--- src/hdl/ps2a_pkg.sv ---
package ps2a_pkg;

    // selector codes carried in s_tuser
    localparam logic FUNC_SCAN = 1'b0;
    localparam logic FUNC_READ = 1'b1;

    // set-1 modifier and special scancodes
    localparam logic [7:0] SC_SHIFT_L     = 8'h2A;
    localparam logic [7:0] SC_SHIFT_R     = 8'h36;
    localparam logic [7:0] SC_SHIFT_L_BRK = 8'hAA;
    localparam logic [7:0] SC_SHIFT_R_BRK = 8'hB6;
    localparam logic [7:0] SC_CTRL        = 8'h1D;
    localparam logic [7:0] SC_CTRL_BRK    = 8'h9D;
    localparam logic [7:0] SC_CAPS        = 8'h3A;
    localparam logic [7:0] SC_F2          = 8'h3C;

    localparam logic [6:0] CH_NONE = 7'h00;
    localparam logic [6:0] CH_F2   = 7'h02;
    localparam logic [6:0] CASE_BIT = 7'h20;

    // character handed from the key decoder to the fifo
    typedef struct packed {
        logic       req;
        logic [6:0] ch;
    } ps2a_push_t;

    // fifo status toward the top level
    typedef struct packed {
        logic pop_ok;
        logic nonempty_after;
    } ps2a_stat_t;

    function automatic logic is_letter(input logic [6:0] ch);
        return ((ch >= 7'h61) && (ch <= 7'h7A)) || ((ch >= 7'h41) && (ch <= 7'h5A));
    endfunction

    // unshifted key map
    function automatic logic [6:0] plain_char(input logic [6:0] code);
        logic [6:0] ch;
        case (code)
            7'h01: ch = 7'h1B;
            7'h02: ch = 7'h31;
            7'h03: ch = 7'h32;
            7'h04: ch = 7'h33;
            7'h05: ch = 7'h34;
            7'h06: ch = 7'h35;
            7'h07: ch = 7'h36;
            7'h08: ch = 7'h37;
            7'h09: ch = 7'h38;
            7'h0A: ch = 7'h39;
            7'h0B: ch = 7'h30;
            7'h0C: ch = 7'h2D;
            7'h0D: ch = 7'h3D;
            7'h0E: ch = 7'h08;
            7'h0F: ch = 7'h09;
            7'h10: ch = 7'h71;
            7'h11: ch = 7'h77;
            7'h12: ch = 7'h65;
            7'h13: ch = 7'h72;
            7'h14: ch = 7'h74;
            7'h15: ch = 7'h79;
            7'h16: ch = 7'h75;
            7'h17: ch = 7'h69;
            7'h18: ch = 7'h6F;
            7'h19: ch = 7'h70;
            7'h1A: ch = 7'h5B;
            7'h1B: ch = 7'h5D;
            7'h1C: ch = 7'h0A;
            7'h1E: ch = 7'h61;
            7'h1F: ch = 7'h73;
            7'h20: ch = 7'h64;
            7'h21: ch = 7'h66;
            7'h22: ch = 7'h67;
            7'h23: ch = 7'h68;
            7'h24: ch = 7'h6A;
            7'h25: ch = 7'h6B;
            7'h26: ch = 7'h6C;
            7'h27: ch = 7'h3B;
            7'h28: ch = 7'h27;
            7'h29: ch = 7'h60;
            7'h2B: ch = 7'h5C;
            7'h2C: ch = 7'h7A;
            7'h2D: ch = 7'h78;
            7'h2E: ch = 7'h63;
            7'h2F: ch = 7'h76;
            7'h30: ch = 7'h62;
            7'h31: ch = 7'h6E;
            7'h32: ch = 7'h6D;
            7'h33: ch = 7'h2C;
            7'h34: ch = 7'h2E;
            7'h35: ch = 7'h2F;
            7'h37: ch = 7'h2A;
            7'h39: ch = 7'h20;
            default: ch = CH_NONE;
        endcase
        return ch;
    endfunction

    // shifted key map: letters are the plain map in upper case
    function automatic logic [6:0] upper_char(input logic [6:0] code);
        logic [6:0] base;
        logic [6:0] ch;
        base = plain_char(code);
        case (code)
            7'h02: ch = 7'h21;
            7'h03: ch = 7'h40;
            7'h04: ch = 7'h23;
            7'h05: ch = 7'h24;
            7'h06: ch = 7'h25;
            7'h07: ch = 7'h5E;
            7'h08: ch = 7'h26;
            7'h09: ch = 7'h2A;
            7'h0A: ch = 7'h28;
            7'h0B: ch = 7'h29;
            7'h0C: ch = 7'h5F;
            7'h0D: ch = 7'h2B;
            7'h1A: ch = 7'h7B;
            7'h1B: ch = 7'h7D;
            7'h27: ch = 7'h3A;
            7'h28: ch = 7'h22;
            7'h29: ch = 7'h7E;
            7'h2B: ch = 7'h7C;
            7'h33: ch = 7'h3C;
            7'h34: ch = 7'h3E;
            7'h35: ch = 7'h3F;
            default: ch = is_letter(base) ? (base ^ CASE_BIT) : base;
        endcase
        return ch;
    endfunction

endpackage

--- src/hdl/ps2a_keydec.sv ---
module ps2a_keydec (
    input  logic                 aclk,
    input  logic                 aresetn,
    input  logic                 en,
    input  logic [7:0]           scan_byte,
    output ps2a_pkg::ps2a_push_t push
);

    logic shift_reg, shift_next;
    logic ctrl_reg, ctrl_next;
    logic caps_reg, caps_next;
    logic [6:0] map_ch;
    logic [6:0] caps_ch;
    logic [6:0] out_ch;
    logic       is_make_key;

    // modifier decode
    always_comb begin
        shift_next  = shift_reg;
        ctrl_next   = ctrl_reg;
        caps_next   = caps_reg;
        is_make_key = 1'b0;
        unique case (scan_byte) inside
            ps2a_pkg::SC_SHIFT_L, ps2a_pkg::SC_SHIFT_R:         shift_next = 1'b1;
            ps2a_pkg::SC_SHIFT_L_BRK, ps2a_pkg::SC_SHIFT_R_BRK: shift_next = 1'b0;
            ps2a_pkg::SC_CTRL:                                  ctrl_next  = 1'b1;
            ps2a_pkg::SC_CTRL_BRK:                              ctrl_next  = 1'b0;
            ps2a_pkg::SC_CAPS:                                  caps_next  = ~caps_reg;
            default: is_make_key = ~scan_byte[7];
        endcase
    end

    // translation through the key maps, then caps lock and ctrl
    always_comb begin
        if (scan_byte == ps2a_pkg::SC_F2) begin
            map_ch = ps2a_pkg::CH_F2;
        end else if (shift_reg) begin
            map_ch = ps2a_pkg::upper_char(scan_byte[6:0]);
        end else begin
            map_ch = ps2a_pkg::plain_char(scan_byte[6:0]);
        end
        caps_ch = (caps_reg && ps2a_pkg::is_letter(map_ch)) ? (map_ch ^ ps2a_pkg::CASE_BIT)
                                                            : map_ch;
        // ctrl folds both cases of a letter onto 1..26
        out_ch = (ctrl_reg && ps2a_pkg::is_letter(caps_ch)) ? {2'b00, caps_ch[4:0]} : caps_ch;
    end

    assign push.req = en && is_make_key && (out_ch != ps2a_pkg::CH_NONE);
    assign push.ch  = out_ch;

    // modifier registers
    always_ff @(posedge aclk) begin
        if (!aresetn) begin
            shift_reg <= 1'b0;
            ctrl_reg  <= 1'b0;
            caps_reg  <= 1'b0;
        end else if (en) begin
            shift_reg <= shift_next;
            ctrl_reg  <= ctrl_next;
            caps_reg  <= caps_next;
        end
    end

endmodule

--- src/hdl/ps2a_fifo.sv ---
module ps2a_fifo #(
    parameter int BUFFER_DEPTH = 256
) (
    input  logic                 aclk,
    input  logic                 aresetn,
    input  ps2a_pkg::ps2a_push_t push,
    input  logic                 pop_req,
    output ps2a_pkg::ps2a_stat_t stat,
    output logic [6:0]           rd_data
);

    localparam int PTR_W = (BUFFER_DEPTH > 1) ? $clog2(BUFFER_DEPTH) : 1;
    localparam logic [PTR_W-1:0] PTR_LAST = PTR_W'(BUFFER_DEPTH - 1);

    logic [6:0]       char_mem [BUFFER_DEPTH];
    logic [6:0]       rd_data_reg;
    logic [PTR_W-1:0] wr_ptr_reg, wr_ptr_next;
    logic [PTR_W-1:0] rd_ptr_reg, rd_ptr_next;
    logic [PTR_W-1:0] wr_inc, rd_inc;
    logic             empty, full, do_push, do_pop;

    // ring pointer arithmetic, one slot kept free
    assign wr_inc  = (wr_ptr_reg == PTR_LAST) ? '0 : wr_ptr_reg + 1'b1;
    assign rd_inc  = (rd_ptr_reg == PTR_LAST) ? '0 : rd_ptr_reg + 1'b1;
    assign empty   = (wr_ptr_reg == rd_ptr_reg);
    assign full    = (wr_inc == rd_ptr_reg);
    assign do_push = push.req && !full;
    assign do_pop  = pop_req && !empty;

    assign wr_ptr_next = do_push ? wr_inc : wr_ptr_reg;
    assign rd_ptr_next = do_pop ? rd_inc : rd_ptr_reg;

    assign stat.pop_ok         = do_pop;
    assign stat.nonempty_after = (wr_ptr_next != rd_ptr_next);
    assign rd_data             = rd_data_reg;

    // pointers
    always_ff @(posedge aclk) begin
        if (!aresetn) begin
            wr_ptr_reg <= '0;
            rd_ptr_reg <= '0;
        end else begin
            wr_ptr_reg <= wr_ptr_next;
            rd_ptr_reg <= rd_ptr_next;
        end
    end

    // character memory, one write and one registered read per cycle
    always_ff @(posedge aclk) begin
        if (do_push) begin
            char_mem[wr_ptr_reg] <= push.ch;
        end
        if (do_pop) begin
            rd_data_reg <= char_mem[rd_ptr_reg];
        end
    end

    a_wr_range: assert property (@(posedge aclk) disable iff (!aresetn)
        wr_ptr_reg <= PTR_LAST) else $error("write pointer out of range");
    a_rd_range: assert property (@(posedge aclk) disable iff (!aresetn)
        rd_ptr_reg <= PTR_LAST) else $error("read pointer out of range");
    a_push_pop: assert property (@(posedge aclk) disable iff (!aresetn)
        !(do_push && pop_req)) else $error("push and pop in one word");
    a_pop_adv: assert property (@(posedge aclk) disable iff (!aresetn)
        do_pop |=> (rd_ptr_reg != $past(rd_ptr_reg)) && $stable(wr_ptr_reg))
        else $error("pop did not advance read pointer alone");

endmodule

--- src/hdl/ps2_set1_scancode_to_ascii_fifo_unit.sv ---
// a result word passes stage one and the output register once its input word is accepted
// one word per cycle unless m_tready stalls; each makes at most one character memory access
// s_tready stays high while the output register drains or is empty
// reset (aresetn low, synchronous) clears shift, ctrl, caps lock, both pointers and all valids
// the character memory is not cleared; only entries already written are ever read
module ps2_set1_scancode_to_ascii_fifo_unit #(
    parameter int BUFFER_DEPTH = 256
) (
    input  logic       aclk,
    input  logic       aresetn,
    input  logic       s_tvalid,
    output logic       s_tready,
    input  logic [7:0] s_tdata,   // [7:0] scan_byte
    input  logic [0:0] s_tuser,   // [0] func
    output logic       m_tvalid,
    input  logic       m_tready,
    output logic [7:0] m_tdata,   // [6:0] ascii, [7] has_key
    output logic [0:0] m_tuser    // [0] char_valid
);

    ps2a_pkg::ps2a_push_t push;
    ps2a_pkg::ps2a_stat_t stat;
    logic [6:0] rd_data;
    logic       accept, is_scan, is_read, s1_move;

    logic       s1_valid_reg, s1_valid_next;
    logic       s1_cv_reg, s1_hk_reg;
    logic       out_valid_reg, out_valid_next;
    logic [6:0] out_ascii_reg;
    logic       out_cv_reg, out_hk_reg;

    // handshake: stage one advances whenever the output register frees up
    assign s1_move  = !out_valid_reg || m_tready;
    assign s_tready = !s1_valid_reg || s1_move;
    assign accept   = s_tvalid && s_tready;
    assign is_scan  = (s_tuser[0] == ps2a_pkg::FUNC_SCAN);
    assign is_read  = (s_tuser[0] == ps2a_pkg::FUNC_READ);

    ps2a_keydec u_keydec (
        .aclk      (aclk),
        .aresetn   (aresetn),
        .en        (accept && is_scan),
        .scan_byte (s_tdata),
        .push      (push)
    );

    ps2a_fifo #(
        .BUFFER_DEPTH (BUFFER_DEPTH)
    ) u_fifo (
        .aclk    (aclk),
        .aresetn (aresetn),
        .push    (push),
        .pop_req (accept && is_read),
        .stat    (stat),
        .rd_data (rd_data)
    );

    assign s1_valid_next  = accept || (s1_valid_reg && !s1_move);
    assign out_valid_next = (s1_valid_reg && s1_move) || (out_valid_reg && !m_tready);

    // valid bits
    always_ff @(posedge aclk) begin
        if (!aresetn) begin
            s1_valid_reg  <= 1'b0;
            out_valid_reg <= 1'b0;
        end else begin
            s1_valid_reg  <= s1_valid_next;
            out_valid_reg <= out_valid_next;
        end
    end

    // stage one flags wait for the memory read word
    always_ff @(posedge aclk) begin
        if (accept) begin
            s1_cv_reg <= stat.pop_ok;
            s1_hk_reg <= stat.nonempty_after;
        end
    end

    // output register
    always_ff @(posedge aclk) begin
        if (s1_valid_reg && s1_move) begin
            out_ascii_reg <= s1_cv_reg ? rd_data : ps2a_pkg::CH_NONE;
            out_cv_reg    <= s1_cv_reg;
            out_hk_reg    <= s1_hk_reg;
        end
    end

    assign m_tvalid   = out_valid_reg;
    assign m_tdata    = {out_hk_reg, out_ascii_reg};
    assign m_tuser[0] = out_cv_reg;

    a_no_loss: assert property (@(posedge aclk) disable iff (!aresetn)
        (s1_valid_reg && !s1_move) |-> !s_tready) else $error("stage one overrun");
    a_cv_char: assert property (@(posedge aclk) disable iff (!aresetn)
        (m_tvalid && m_tuser[0]) |-> (m_tdata[6:0] != ps2a_pkg::CH_NONE))
        else $error("popped character is zero");
    a_no_char: assert property (@(posedge aclk) disable iff (!aresetn)
        (m_tvalid && !m_tuser[0]) |-> (m_tdata[6:0] == ps2a_pkg::CH_NONE))
        else $error("character without char_valid");
    a_fill: assert property (@(posedge aclk) disable iff (!aresetn)
        (accept && is_read && !stat.pop_ok) |-> !stat.nonempty_after)
        else $error("failed pop on a non-empty buffer");

endmodule

--- config.mk ---
export PLATFORM = sky130hd
export DESIGN_NAME = ps2_set1_scancode_to_ascii_fifo_unit
export DESIGN_NICKNAME = d
export VERILOG_FILES = /design/src/hdl/ps2a_pkg.sv /design/src/hdl/ps2a_keydec.sv /design/src/hdl/ps2a_fifo.sv /design/src/hdl/ps2_set1_scancode_to_ascii_fifo_unit.sv
export SDC_FILE = /design/constraint.sdc
export NUM_CORES = 2
export LEC_CHECK = 0
export BUFFER_PORTS_ARGS = -buffer_cell sky130_fd_sc_hd__buf_4
export CORE_MARGIN = 2
export CORE_UTILIZATION = 63
export CTS_CLUSTER_SIZE = 8
export DETAILED_ROUTE_END_ITERATION = 16
export PLACE_DENSITY = 0.79
export SYNTH_ARGS = -nofsm -noshare
export SYNTH_HDL_FRONTEND = slang
export SYNTH_HIERARCHICAL = 1
export SYNTH_SLANG_ARGS = --single-unit
--- constraint.sdc ---
create_clock -name aclk -period 34.9 [get_ports aclk]
set_input_delay 6.98 -clock aclk [delete_from_list [all_inputs] [get_ports aclk]]
set_output_delay 6.98 -clock aclk [all_outputs]
set_load 0.01 [all_outputs]
-- Word-level counts from Yosys, hierarchy flattened
Memories as Yosys holds them, arrays and structs flattened. A register that Yosys moved wholly into a read port is not among the register bits.
Cells that the tools add are included.
- bits in registers: 32
- latch bits: 0
- memory bits (writable): 1792
- ROM bits: 896
- output and inout bits: 11
- memories: 3
- memory list (name ; depth ; bits a word ; rd ports ; clocked after memory_dff ; wr ports ; RTL line ; RTL):
    u_fifo.char_mem ; 256 ; 7 ; 1 ; 1 ; 1 ; ps2a_fifo.sv:15 ; logic [6:0] char_mem [BUFFER_DEPTH];
    (name not given) ; 64 ; 7 ; 1 ; 0 ; 0 ; ps2a_pkg.sv:40 ; case (code)
    (name not given) ; 64 ; 7 ; 1 ; 0 ; 0 ; ps2a_pkg.sv:40 ;
- $add $sub $neg: 2
- multiply operators: 0
- div/mod/pow operators: 0
- $lt $le $gt $ge: 12
- equal/unequal tests: 34
- shifts and indexed selects: 0
- mux-type cells: 19
- bitwise operators: 5
- reductions and logical operators: 40
- operator list (operator ; count):
    7-bit case mux with 21 select lines ; 1
    7-bit by 6-bit == test with 1-bit output (second input constant) ; 7
    7-bit two-way mux ; 7
    7-bit by 4-bit == test with 1-bit output (second input constant) ; 6
    7-bit >= comparator (second input constant) ; 6
    7-bit <= comparator (second input constant) ; 6
    8-bit == test (second input constant) ; 5
    8-bit by 6-bit == test with 1-bit output (second input constant) ; 4
    8-bit two-way mux ; 4
    7-bit by 3-bit == test with 1-bit output (second input constant) ; 4
    1-bit logical AND ; 18
    8-bit by 1-bit adder with 8-bit output (second input constant) ; 2
    8-bit == test ; 2
    7-bit by 2-bit == test with 1-bit output (second input constant) ; 2
    7-bit by 5-bit == test with 1-bit output (second input constant) ; 2
    6-bit two-way mux ; 2
    8-bit by 5-bit == test with 1-bit output (second input constant) ; 1
    8-bit inequality test ; 1
    1-bit logical OR ; 7
    7-bit nonzero test ; 1
    7-bit OR reduction ; 1
    1-bit zero test ; 6
    2-bit AND reduction ; 3
    1-bit NOT ; 5
    4 further kinds ; 9

-- Depth between registers and ports, before layout
An unclocked memory read counts as a cell.
- depth after elaboration: 26
- mapped depth: 19

-- Hierarchy
Netlist, hierarchy kept.
- modules (own cells, without submodules) (module ; times used ; cells each ; area an instance (um^2) ; seq. area each (um^2)):
    ps2a_fifo ; 1 ; 3049 ; 70726.6 ; 54342.1
    ps2a_keydec ; 1 ; 254 ; 1848.0 ; 60.1
    ps2_set1_scancode_to_ascii_fifo_unit ; 1 ; 30 ; 484.2 ; 370.4

-- Least setup slack after synthesis
OpenSTA, ideal clock, no wires.
- path type: input to register
- start: in s_tdata[0]
- end: mem u_fifo.char_mem[0][6] (data pin)
- library setup time: 1.630 ns
- data arrival time: 27.691 ns
- data required time: 33.270 ns
- slack: 5.579 ns
- stages: 11
- buffers on the path: 2
- path through: clkbuf_1 > inv_1 > ha_1 > clkbuf_1 > nor2_1 > a21oi_1 > a32oi_2 > a31oi_2 > o21ai_0 > nand3b_1 > a31oi_1
- RTL lines (what ; RTL line ; RTL):
    from (decl) ; ps2_set1_scancode_to_ascii_fifo_unit.sv:13 ; input logic [7:0] s_tdata,
    to (decl) ; ps2a_fifo.sv:15 ;

-- Worst setup path in the final report
- start: in m_tready
- end: out s_tready
- word-level cells in the longest chain between the ends: 2
- RTL lines (what ; RTL line ; RTL):
    from (decl) ; ps2_set1_scancode_to_ascii_fifo_unit.sv:16 ; input logic m_tready,
    1-bit logical OR ; ps2_set1_scancode_to_ascii_fifo_unit.sv:33 ; assign s1_move = !out_valid_reg || m_tready;
    1-bit logical OR ; ps2_set1_scancode_to_ascii_fifo_unit.sv:34 ; assign s_tready = !s1_valid_reg || s1_move;
    to (decl) ; ps2_set1_scancode_to_ascii_fifo_unit.sv:12 ; output logic s_tready,
Every way passes these cells.

==> metrics.md <==
| Metric | Value |
|---|---|
| Number of antenna violations at the first check in global routing | 6 |
| Area growth, synth to finish | 12.2% |
| Largest delay share family, worst path | buffers and inverters |
| Number of setup buffers added after CTS | 0 |
| Iteration-0 DRC count of the detailed router | between 6000 and 7000 |
| Post-CTS resize count | 0 |
| Final Hold Viols | 0 |
| TritonCTS clock tree | built |
| Reg-to-reg setup timing slack | 28.57 ns |
| Reported leakage power | about 26 nW |
| Count of maximum capacitance violations | 0 |
| Final critical-path share of the clock period | 41.6% |
| Vert. Die Dim | approximately 340 microns |
| Synthesized-area fraction occupied by ao, oa, aoi and oai cells | approximately 1.3% |
| Leading cell types by total area after synthesis | sky130_fd_sc_hd__edfxtp_1 74%, sky130_fd_sc_hd__mux4_2 18%, sky130_fd_sc_hd__nor2_1 1.6% |
| Data arrival, critical path | 7.53 ns |
| Warnings from Yosys | 6 |
| Sequential share of power | 49.9% |
| Initial DRT Pass Iterations | 7 |
| Distinct cells, synth | about 80 |
| Switching share of total power | 20.4% |
| Startpoint of the lowest-slack register-to-register path | u_fifo/rd_ptr_reg[0]$_SDFF_PN0_ |
| Clock-pin slew of the registers on the worst-case setup and hold paths | around 0.05 ns |
| Worst Path Max Fanout | 3 |
| H-Tree Level Count | 5 |
| Number of vias per cell | 7.42 |
| Clock root buffer | sky130_fd_sc_hd__clkbuf_16 |
| Clk_skew | 0.0525 ns |
| Count of input and output buffers | 23 |
| TritonCTS sink count | 1831 |
| XOR/XNOR Fraction of Synth Area | less than 1% |
| Fin nets | around 3500 |
| Internal power summed over all cells | 0.00392 W |
| Fillers | 6002 |
| Final number of max-transition violations | 0 |
| Post-synth EDFFs | 1810 |
| Power dissipated by switching net loads | 0.00101 W |
| Seq cells post-synth | 1831 |
| Placement-stage worst setup slack | 20.40 ns |
| Share of the synthesized area in the top cell type | 74.4% |
| Slowest cell on the critical path | sky130_fd_sc_hd__and3b_2 |
| Worst hold start | s1_hk_reg$_DFFE_PP_ |
| Total standard cell area after synthesis | about 73000 sq um |
| Number of buffers created by CTS | roughly 280 |
| Capture instance of the worst register-to-register path | u_fifo/rd_data[0]$_DFFE_PP_ |
| Destination of the worst hold path | out_hk_reg$_DFFE_PP_ |
| Top-Level Pins | 24 |
| Classification of the worst setup path | input port to output port |
| Largest net degree at the start of global routing | 213 |
| Initial Utilization | a little under two thirds |
| Simple-gate portion of the synthesized area | under 10% |
| Via count of the first global-routing pass | 38100 |
| Depth of the worst hold-timing path | 0 |
| Routed Antenna Nets | 0 |
| FFs w/ async S/R, synth | 0% |
| Max Buffers Root-to-Sink | 4 |
| Number of buffers and inverters on the critical path | 3 |
| Post-Synthesis Mean Instance Area | 21.9 sq um |
| Power Density | 60.0 nW/um^2 |
| Top cell by count, worst path | sky130_fd_sc_hd__buf_4 |
| Comb pwr share | 3.0% |
| Global route total overflow | 0 |
| Final setup fails | 0 |
| Upper clock frequency limit | roughly 70 MHz |
| Commonest non-fill, non-tap cells in the layout | 1810 x sky130_fd_sc_hd__edfxtp_1, 596 x sky130_fd_sc_hd__mux4_2, 303 x sky130_fd_sc_hd__nor2_1, 282 x sky130_fd_sc_hd__clkbuf_16, 71 x sky130_fd_sc_hd__buf_4 |
| WL final | about 190000 microns |
| Share of layout cells above drive strength 1 | 28.6% |
| Outcome | finished clean |
| Worst r2r path cells | 7 |
| Post-synthesis sequential area ratio | between 70% and 80% |
| Number of placement rows | around 120 |
| CTS Hold Buffers Added | 0 |
| Instance count of the mapped netlist | between 3000 and 4000 |
| Endpoint class of the critical path | output port |
| Worst path max stage delay | 0.26 ns |
| Slew margin rel. | 12.5% |
| Final HPWL DP | 97800 microns |
| Post-synthesis adder-cell area fraction | less than 1% |
| Area used by multi-input combinational logic | between 15000 and 20000 sq um |
| Via count | 37300 |
| Floorplan Core Area | between 100000 and 150000 sq um |
| Clock power frac | 47.1% |
| Routability-driven placement congestion ratio | 0.907 |
| Global-route wire length before repair | about 280000 microns |
| Slew at the pin with the worst max-slew slack | 1.31 ns |
| Worst EP required | 27.92 ns |
| Setup repair after global routing missed its margin | no |
| Combined flip-flop and latch cell area | about 55000 sq um |
| VDD IR max | 0.0000507 V |
| DR DRC count | 0 |
| Combinational family with the most area after synthesis | multiplexers |
| Die boundary width | approximately 340 microns |
| Post-synth net total | 3363 |
| Clk Latency, worst-skew pair | 0.88 ns |
| Area of the die | 119000 sq um |
| Final core utilization | a little under three quarters |
| Kind of launch point of the worst setup path | input port |
| Cell type with the highest aggregate area in the netlist | sky130_fd_sc_hd__edfxtp_1 |
| Sum of negative setup slack | 0 ns |
| Chain of cells forming the critical path | buf_4 > and3b_2 > inv_2 > buf_4 |
| Flip-flop count of the largest register, all copies and words added | 1792 |
| Mux contribution to synthesized area | 18.6% |
| Global-route usage over all layers | 33.0% |
| Worst path setup slack after routing | 20.39 ns |
| Most used flip-flop cell after synthesis | sky130_fd_sc_hd__edfxtp_1 |
| Shortest period the worst path allows | 14.51 ns |
| Class of the tightest hold or removal check | flop to flop |
| Most frequent standard cell in the layout excluding fill and tap cells | sky130_fd_sc_hd__edfxtp_1 |
| Routed len/inst | 37.7 microns |
## through the flow
stage / instances / instance area [sq um] / hold slack [ns] / power (W)
2_1_floorplan: 3333 / 73100 / 0.400 / 0.00260
3_3_place_gp: 4714 / 74700 / 0.408 / 0.00263
3_5_place_dp: 4714 / 74700 / 0.425 / 0.00264
4_1_cts: 5023 / 82000 / 0.425 / 0.00494
5_1_grt: 5023 / 82000 / 0.443 / 0.00503
6_report: 5030 / 82000 / 0.422 / 0.00492
## cell type report
type,count,area share [%]
Multi-Input combinational cell,1276,21.1
Timing Repair Buffer,74,0.723
Sequential cell,1831,66.8
Antenna cell,7,0.0214
Clock inverter,12,0.208
Tap cell,1512,2.31
Inverter,21,0.105
Clock buffer,297,8.69
## cells in the mapped netlist, types with 5 or more instances
library cell               instances
sky130_fd_sc_hd__edfxtp_1       1810
sky130_fd_sc_hd__mux4_2          596
sky130_fd_sc_hd__nor2_1          303
sky130_fd_sc_hd__clkbuf_1        102
sky130_fd_sc_hd__buf_2            65
sky130_fd_sc_hd__nand2_1          47
sky130_fd_sc_hd__nand3_1          32
sky130_fd_sc_hd__o21ai_0          24
sky130_fd_sc_hd__nor2b_1          22
sky130_fd_sc_hd__a21oi_1          21
sky130_fd_sc_hd__dfxtp_1          21
sky130_fd_sc_hd__inv_1            19
sky130_fd_sc_hd__and2_1           18
sky130_fd_sc_hd__ha_1             17
sky130_fd_sc_hd__xnor2_1          17
sky130_fd_sc_hd__buf_1            16
sky130_fd_sc_hd__nor3_1           14
sky130_fd_sc_hd__a31oi_1          12
sky130_fd_sc_hd__buf_4            12
sky130_fd_sc_hd__and3_1           10
sky130_fd_sc_hd__buf_6            10
sky130_fd_sc_hd__mux2i_1          10
sky130_fd_sc_hd__nand2b_1         10
sky130_fd_sc_hd__nand4_1           8
sky130_fd_sc_hd__xor2_1            8
sky130_fd_sc_hd__o21a_1            6
sky130_fd_sc_hd__o221ai_1          6
sky130_fd_sc_hd__nor3b_1           5
sky130_fd_sc_hd__o211ai_1          5
## cell families after synthesis
family,Yosys count
AO/OA/AOI/OAI,130
buffers and inverters,226
flip-flops,1831
adder cells (fa/ha/maj),17
AND/OR/NAND/NOR,494
XOR/XNOR,26
multiplexers,609
## power groups by stage
| stage | clock, W | combinational [W] | sequential, W |
|---|---|---|---|
| 3_5_place_dp | 0 | 0.000144 | 0.00250 |
| 4_1_cts | 0.00234 | 0.000147 | 0.00245 |
| 6_report | 0.00232 | 0.000148 | 0.00245 |
| 3_3_place_gp | 0 | 0.000136 | 0.00250 |
| 5_1_grt | 0.00242 | 0.000157 | 0.00245 |
| 2_1_floorplan | 0 | 0.0000871 | 0.00252 |
## routing by layer
layer / wire, microns / GRT usage, % / vias up
met5: 40 / 0 / -
met4: 8760 / 15.1 / 6
met3: 21100 / 7.01 / 537
met2: 94000 / 52.4 / 3041
met1: 65700 / 44.8 / 19600
li1: - / - / 14200
## worst max-delay path by stage
stage / start / to / slack, ns / cells after the start
global route: m_tready / s_tready / 20.38 / 4
floorplan: s_tdata[0] / u_fifo/char_mem[0][6]$_DFFE_PP_ / 5.58 / 11
detailed placement: m_tready / s_tready / 20.40 / 4
global placement: m_tready / s_tready / 20.37 / 4
finish: m_tready / s_tready / 20.39 / 4
CTS: m_tready / s_tready / 20.40 / 4
Note: power is estimated with default switching activity, not from simulation.
